### src/rtl/bsa_ram.sv
// Generic single-write, single-read RAM with registered read data.
// Depends on nothing.
module bsa_ram #(
  parameter int WIDTH = 8,
  parameter int DEPTH = 16,
  parameter int AW    = (DEPTH > 1) ? $clog2(DEPTH) : 1
) (
  input  logic             clk,
  input  logic             we,
  input  logic [AW-1:0]    waddr,
  input  logic [WIDTH-1:0] wdata,
  input  logic [AW-1:0]    raddr,
  output logic [WIDTH-1:0] rdata
);

  logic [WIDTH-1:0] mem [DEPTH];

  always_ff @(posedge clk) begin
    if (we) begin
      mem[waddr] <= wdata;
    end
    rdata <= mem[raddr];
  end

endmodule

### config.mk
export PLATFORM = sky130hd
export DESIGN_NAME = bsa_ram
export DESIGN_NICKNAME = d
export VERILOG_FILES = /design/src/rtl/bsa_ram.sv
export SDC_FILE = /design/constraint.sdc
export NUM_CORES = 1
export LEC_CHECK = 0
export BUFFER_PORTS_ARGS = -buffer_cell sky130_fd_sc_hd__buf_4
export CAP_MARGIN = 20
export CORE_MARGIN = 3
export CORE_UTILIZATION = 45
export CTS_BUF_LIST = sky130_fd_sc_hd__clkbuf_4 sky130_fd_sc_hd__clkbuf_8
export CTS_CLUSTER_DIAMETER = 200
export DETAILED_ROUTE_END_ITERATION = 12
export PLACE_DENSITY = 0.73
export SLEW_MARGIN = 40
export SYNTH_ARGS = -nofsm -noshare
export SYNTH_HDL_FRONTEND = slang
export SYNTH_SLANG_ARGS = --single-unit
### constraint.sdc
create_clock -name clk -period 4.5 [get_ports clk]
set_input_delay 0.9 -clock clk [delete_from_list [all_inputs] [get_ports clk]]
set_output_delay 0.9 -clock clk [all_outputs]
set_load 0.05 [all_outputs]
==> results.yml, run 1 <==
outcome:
  status: "finished, final reports clean"
sta:
  clock_skew_ns: 0.01090
  finalCritPeriodShare_pct: 47.05
  maxSlewHeadroom_pct: 44.21
  worst_pin_slew_ns: 0.8338
  fmax_mhz: 472.3
  rsz0062_at_grt: "no"
  maxSlewViolCount: 0
  layout_setup_ws_ns: 2.383
  finalSetupViolCount: 0
  hold_viol: 0
  setup_tns_ns: 0
  min_period_ns: 2.117
yosys:
  synthTopCellsByArea: "edfxtp_1, mux4_2, mux4_1"
  ys_types: 19
  synth_area_um2: 5147
  avgSynthCellArea_um2: 22.48
  syn-instance-count: 229
  synth_nets: 247
  ys_warn_count: 0
  yosys.area.top_type: "edfxtp_1"
  ys_ff_latch: 136
  synth_top_area_share_pct: 74.67
  yosysSeqAreaShare_pct: 77.78
cts:
  cts.path.max_buffers: 2
  clockRootBuffer: "clkbuf_8"
  ctsHoldBuffers: 0
  cts_tree: "done"
  cts_resized: 0
  cts_made_buffers: 17
  h-tree-depth: 4
  clkSinkCount: 136
  post-cts-setup-buffers: 0
  clk_latency_ns: 0.42
  path_clk_slew_ns: 0.07
setup_path:
  reg2reg_slack_ns: 3.09
  cp-start-kind: "primary input"
  startpoint: "waddr[2]"
  r2r_start: "mem[0][4]"
  arrival_ns: 2.16
  crit_required_ns: 4.54
  critPathMaxStageDelay_ns: 0.62
  crit_slowest_cell: "nor2_1"
  worst-path-buf-inv: 1
  crit_type: "in -> reg"
  path_cells: "buf_4 > or3b_2 > nor2_1"
  critical_path.max_fanout: 8
  cp_top_family: "simple AND/OR/NAND/NOR gates"
  worst_setup_path_end_kind: "flip-flop"
routing:
  wl_per_cell_um: 21.54
  finalWirelength_um: 9024
  post-route-drc-count: 0
  drtPass1Iterations: 4
  drt_iter0_drc: 199
  via_per_inst: 5.597
  postRouteAntennaNets: 0
  vias: 2345
global_route:
  grt_max_degree: 33
  grt_overflow: 0
  grt_pass1_wl_um: 13890
  grt-busiest-layer: "met2"
  met2_usage_pct: 23.03
  grt_use_met3_pct: 4.118
  met1_usage_pct: 21.07
  antenna_found_initial: 0
  grtUsageTotal_pct: 14.97
  grt_pass1_vias: 2346
power:
  leakage_uw: 0.001915
  irDropWorstVdd_uv: 218.9
  power_uw: 2534
  p_per_area_nw_per_um2: 433.0
floorplan:
  die-area_um2: 12760
  std_cell_rows: 38
  core-area_um2: 11030
  pin_count: 26
  start_util_pct: 46.67
  fp.dieW_um: 113.0
  die_h_um: 113.0
place:
  place_hpwl_um: 5564
  pre_cts_slack_ns: 1.896
  gp_congestion: 0.7745
  port-buffer-count: 25
hold_path:
  min_from: "mem[14][2]"
  hold_path.class: "reg -> reg"
finish:
  drive_gt1_share_pct: 30.82
  syn2layout_area_growth_pct: 13.71
  final_nets: 284
  diodes: 0
run:
  drv_cap: 0
==> cells in the mapped netlist <==
cell and instances:
edfxtp_1 128, mux4_2 18, a22oi_1 16, mux4_1 14, nor2_1 13, nand2_1 9, dfxtp_1 8, nor3_1 4
buf_2 3, buf_6 3, clkdlybuf4s25_2 3, nand2b_1 2, nand3b_1 2, and2_1 1, and2b_1 1, buf_4 1
nand3_1 1, nor2b_1 1, or3b_2 1
==> per-layer routing <==
| metal | vias to the layer above | routed length (um) |
|---|---|---|
| li1 | 1045 | - |
| met1 | 1206 | 3941 |
| met2 | 92 | 4447 |
| met3 | 2 | 581 |
| met4 | 0 | 54 |
| met5 | - | 0 |
==> placed cells by master (no fill, tap or decap) <==
cell and count:
mux4_2 18, clkinv_4 2, buf_4 28, nor3_2 1, nor2b_1 1, edfxtp_1 128, nand2_1 9, dfxtp_1 8
nor3_1 3, nor2_2 6, inv_6 2, nand3b_1 2, a22oi_1 16, or3b_2 1, nor2_1 7, nand2b_1 2
nand3_1 1, clkinvlp_4 5, clkinv_2 4, and2b_1 1, bufinv_16 2, clkbuf_8 17, mux4_1 14, and2_1 1
==> worst register-to-register path, cell delays in order, from the launching register on <==
cell and delay (ns):
edfxtp_1 0.39, mux4_2 0.47, a22oi_1 0.31, nand2_1 0.12
==> layout make-up <==
type	count	area, um^2
sequential	136	4004
clock buffer	17	234.0
multi-input combinational	83	1077
tap	140	175.2
clock inverter	15	152.6
timing repair buffer	28	210.2
fill	844	5177
==> stage by stage <==
stage | hold slack (ns) | utilization, % | area, um^2 | std cells
floorplan | 0.6293 | - | 5147 | 229
global placement | 0.6440 | 49.38 | 5446 | 387
detailed placement | 0.6570 | 49.44 | 5454 | 387
CTS | 0.6751 | 52.95 | 5841 | 419
global route | 0.7042 | 53.06 | 5853 | 419
finish | 0.6742 | 53.06 | 5853 | 419
==> final timing paths <==
kind / end / cells after the start
setup reg to reg: rdata[4] / 3
hold reg to reg: rdata[2] / 3
hold / removal: rdata[2] / 3
setup / recovery: mem[1][3] / 3
==> cell families (layout without fill, tap and decap cells) <==
| kind of cell | after synthesis | in the layout | share of synthesized area, % |
|---|---|---|---|
| muxes | 32 | 32 | 15.02 |
| buffers and inverters | 10 | 60 | 1.677 |
| DFF | 136 | 136 | 77.78 |
| and+or+nand+nor | 35 | 35 | 3.184 |
| AOI/OAI and AO/OA | 16 | 16 | 2.334 |
==> report_power, final <==
group          internal [uW]  total, uW  switching, uW
Sequential              1410       1420           6.87
Clock                    492        953            461
Combinational           60.3        160            100
==> sequential cells by signal, indices dropped and copies added (netlist names) <==
register	cells
mem	128
rdata	8
No activity file was read; power rests on OpenSTA's default activity.
==> run 2, diff against run 1 <==
Settings changed: PLACE_DENSITY 0.73 to 0.75.
Clock period 4.5 ns to 1.9 ns, I/O delays scaled along.
==> results.yml, run 2 (synthesized netlist as in run 1, its figures left out) <==
outcome:
  status: "finished, final reports clean"
sta:
  worst_pin_slew_ns: 0.6776
  clock_skew_ns: 0.01159
  rsz0062_at_grt: "no"
  layout_setup_ws_ns: 0.4996
  maxSlewViolCount: 0
  holdWs_ns: 0.2606
  maxSlewHeadroom_pct: 54.66
  fmax_mhz: 714.1
  finalCritPeriodShare_pct: 73.70
  setup_tns_ns: 0
  finalSetupViolCount: 0
  hold_viol: 0
  min_period_ns: 1.400
finish:
  finalInstanceArea_um2: 6023
  largestRegisters: "mem x128, rdata x8"
  syn2layout_area_growth_pct: 17.02
  drive_gt1_share_pct: 32.89
  layout_common_cells: "edfxtp_1, buf_4, clkbuf_8"
  nFillCells: 831
  largest_reg_flops: 128
  regArea_um2: 4004
  stdcell_count: 438
  multi_input_area_um2: 1057
  largest-register: "mem"
  layout_commonest_cell: "edfxtp_1"
  diodes: 0
  final_nets: 303
cts:
  clockRootBuffer: "clkbuf_8"
  clk_latency_ns: 0.42
  cts.path.max_buffers: 2
  cts_resized: 0
  cts_tree: "done"
  h-tree-depth: 4
  post-cts-setup-buffers: 0
  cts_made_buffers: 17
  path_clk_slew_ns: 0.07
  clkSinkCount: 136
  ctsHoldBuffers: 0
floorplan:
  pin_count: 26
  start_util_pct: 46.67
  fp.dieW_um: 113.0
  die_h_um: 113.0
  core-area_um2: 11030
  die-area_um2: 12760
  std_cell_rows: 38
setup_path:
  r2r_start: "mem[1][5]"
  path_cells: "buf_4 > buf_12 > mux4_1 > a22oi_1 > nand2_1"
  reg2reg_slack_ns: 0.54
  critPathMaxStageDelay_ns: 0.56
  startpoint: "raddr[0]"
  crit_type: "in -> reg"
  worst_setup_path_end_kind: "flip-flop"
  arrival_ns: 1.70
  crit_required_ns: 2.20
  cp-start-kind: "primary input"
  critical_path.max_fanout: 12
  crit_slowest_cell: "mux4_1"
routing:
  finalWirelength_um: 9210
  postRouteAntennaNets: 0
  vias: 2393
  via_per_inst: 5.463
  post-route-drc-count: 0
  drt_iter0_drc: 160
  drtPass1Iterations: 4
  wl_per_cell_um: 21.03
place:
  gp_congestion: 0.7180
  place_area_um2: 5627
  place_inst: 406
  pre_cts_slack_ns: 0.03880
  port-buffer-count: 25
  place_hpwl_um: 6256
power:
  irDropWorstVdd_uv: 514.4
  leakage_uw: 0.002044
  p_per_area_nw_per_um2: 1003
global_route:
  grt_overflow: 0
  grtUsageTotal_pct: 16.18
  grt_max_degree: 17
  grt_pass1_vias: 2598
  antenna_found_initial: 0
  grt_pass1_wl_um: 14790
hold_path:
  hold_path.class: "in -> reg"
  min_from: "wdata[5]"
run:
  drv_cap: 0
## run 2: layer usage
layer	track usage (%)	share of wire, %
met2	26.58	52
met1	20.39	40
met4	6.651	1.8
met3	4.599	6.3
met5	0	0
## run 2: per-stage QoR
stage | util [%] | total power [uW]
after global placement | 51.01 | 3833
after floorplan | - | 3672
after CTS | 54.61 | 6101
final | 54.61 | 6043
after global routing | 54.61 | 6301
after detailed placement | 51.01 | 3845
## run 2: worst paths after layout
path,endpoint,cells after the start
worst max-delay path,rdata[1],5
worst min-delay path,mem[6][5],1
worst max register to register,rdata[5],3
worst min register to register,rdata[5],3
## run 2: area by class of cell
class | count | share of cell area [%]
clock buffers | 24 | 4.965
multi-input cells | 83 | 17.55
flip-flops and latches | 136 | 66.47
repair buffers | 47 | 6.481
well taps | 140 | 2.908
clock inverters | 8 | 1.620
## run 2: critical path, delay by kind of cell
kind | cells | cell delay, ns
simple gates | 1 | 0.08
compound gates | 1 | 0.27
mux | 1 | 0.56
buf+inv | 2 | 0.39
## run 2: power breakdown
part	leakage (uW)	internal [uW]	switching, uW
logic	0.000620	164	238
clock network	0.000200	1300	969
registers	0.00122	3350	19.7
total	0.00204	4820	1230
==> run 3, diff against run 2 <==
Clock period 1.9 ns to 1.25 ns, I/O delays scaled along.
==> results.yml, run 3 (synthesized netlist as in run 1, its figures left out) <==
sta:
  fmax_mhz: 774.0
  maxSlewViolCount: 0
  min_period_ns: 1.292
  maxSlewHeadroom_pct: 46.72
  worst_pin_slew_ns: 0.7975
  hold_viol: 0
  finalCritPeriodShare_pct: 103.4
  layout_setup_ws_ns: -0.04201
  rsz0062_at_grt: "yes"
  finalSetupViolCount: 5
  clock_skew_ns: 0.01295
  setup_tns_ns: -0.1060
setup_path:
  worst_setup_path_end_kind: "flip-flop"
  crit_required_ns: 1.55
  critPathMaxStageDelay_ns: 0.48
  crit_type: "reg -> reg"
  path_cells: "mux4_2 > a22oi_2 > nand2_1"
  cp-start-kind: "flip-flop"
  arrival_ns: 1.59
  worst-path-buf-inv: 0
  cp_top_family: "multiplexers"
  critical_path.max_fanout: 1
  crit_slowest_cell: "mux4_2"
power:
  power_uw: 10080
  irDropWorstVdd_uv: 757.8
  leakage_uw: 0.002086
  p_per_area_nw_per_um2: 1612
floorplan:
  die_h_um: 113.0
  core-area_um2: 11030
  fp.dieW_um: 113.0
  die-area_um2: 12760
  pin_count: 26
  start_util_pct: 46.67
  std_cell_rows: 38
outcome:
  status: "complete, but fails checks"
  violations: "setup timing"
cts:
  ctsHoldBuffers: 0
  path_clk_slew_ns: 0.08
  cts_tree: "done"
  post-cts-setup-buffers: 0
  clockRootBuffer: "clkbuf_8"
  cts.path.max_buffers: 2
  h-tree-depth: 4
  cts_made_buffers: 17
  clk_latency_ns: 0.43
  clkSinkCount: 136
finish:
  layout_common_cells: "edfxtp_1, buf_4, mux4_2"
  layout_commonest_cell: "edfxtp_1"
  final_nets: 308
  largest-register: "mem"
  diodes: 0
  syn2layout_area_growth_pct: 21.49
  stdcell_count: 443
  largest_reg_flops: 128
  largestRegisters: "mem x128, rdata x8"
  post-route-util_pct: 56.69
  drive_gt1_share_pct: 43.56
hold_path:
  hold_path.class: "in -> reg"
global_route:
  grt_pass1_wl_um: 15010
  grt_max_degree: 19
  grt_overflow: 0
  grtUsageTotal_pct: 16.18
  grt_pass1_vias: 2587
  antenna_found_initial: 0
place:
  pre_cts_slack_ns: -0.3616
  gp_congestion: 0.7556
  place_inst: 411
  port-buffer-count: 25
  place_hpwl_um: 6362
routing:
  via_per_inst: 5.474
  drt_iter0_drc: 218
  drtPass1Iterations: 4
  finalWirelength_um: 9452
  post-route-drc-count: 0
  postRouteAntennaNets: 0
  vias: 2425
  wl_per_cell_um: 21.34
run:
  drv_cap: 0
run 3: cell count changes in the layout (fill, tap and decap cells not counted), sizes merged:
cell	before	now
clkbuf	24	20
bufinv	2	6
clkinvlp	3	1
buf	47	52
inv	0	1
clkinv	3	4
run 3: cell type report:
| cell class | instances | area [um^2] |
|---|---|---|
| fill | 819 | 4777 |
| clock inverter | 12 | 222.7 |
| timing repair buffer | 52 | 489.2 |
| tap | 140 | 175.2 |
| clock buffer | 20 | 262.8 |
| sequential | 136 | 4006 |
| multi-input combinational | 83 | 1097 |
run 3: power breakdown:
part	leakage [uW]	internal, uW	switching [uW]
Clock	0.000242	2680	1580
Sequential	0.00122	5090	38.7
Combinational	0.000620	300	390
Total	0.00209	8070	2010
run 3: repair_timing:
action,CTS,global route
endpoints found under the setup margin,10,9
pin swaps,1,0
gates resized for setup,11,1
run 3: worst reg2reg max path, cell delays in order, from the launching register on:
cell	delay, ns
edfxtp_1	0.37
mux4_2	0.48
a22oi_2	0.24
nand2_1	0.08
run 3: worst paths after layout:
path	slack [ns]	to	from	depth (start not counted)
min	0.12	mem[9][2]	wdata[2]	1
max	-0.04	rdata[0]	mem[8][0]	3
max reg2reg	-0.04	rdata[0]	mem[8][0]	3
min reg2reg	0.68	rdata[3]	mem[15][3]	3
run 3: metal layers:
metal | vias up | wire [um] | share of wire [%] | global-route usage, %
met5 | - | 0 | 0 | 0
met4 | 0 | 146 | 1.5 | 6.651
li1 | 1084 | - | - | -
met3 | 14 | 708 | 7.5 | 3.476
met2 | 83 | 4651 | 49 | 25.36
met1 | 1244 | 3947 | 42 | 22.34
run 3: metrics by stage:
stage               hold slack (ns)  cell area [um^2]
detailed placement           0.5667              5717
finish                       0.1236              6254
global route                 0.1285              6254
CTS                          0.1089              6246
floorplan                    0.3489              5184
global placement             0.5484              5717
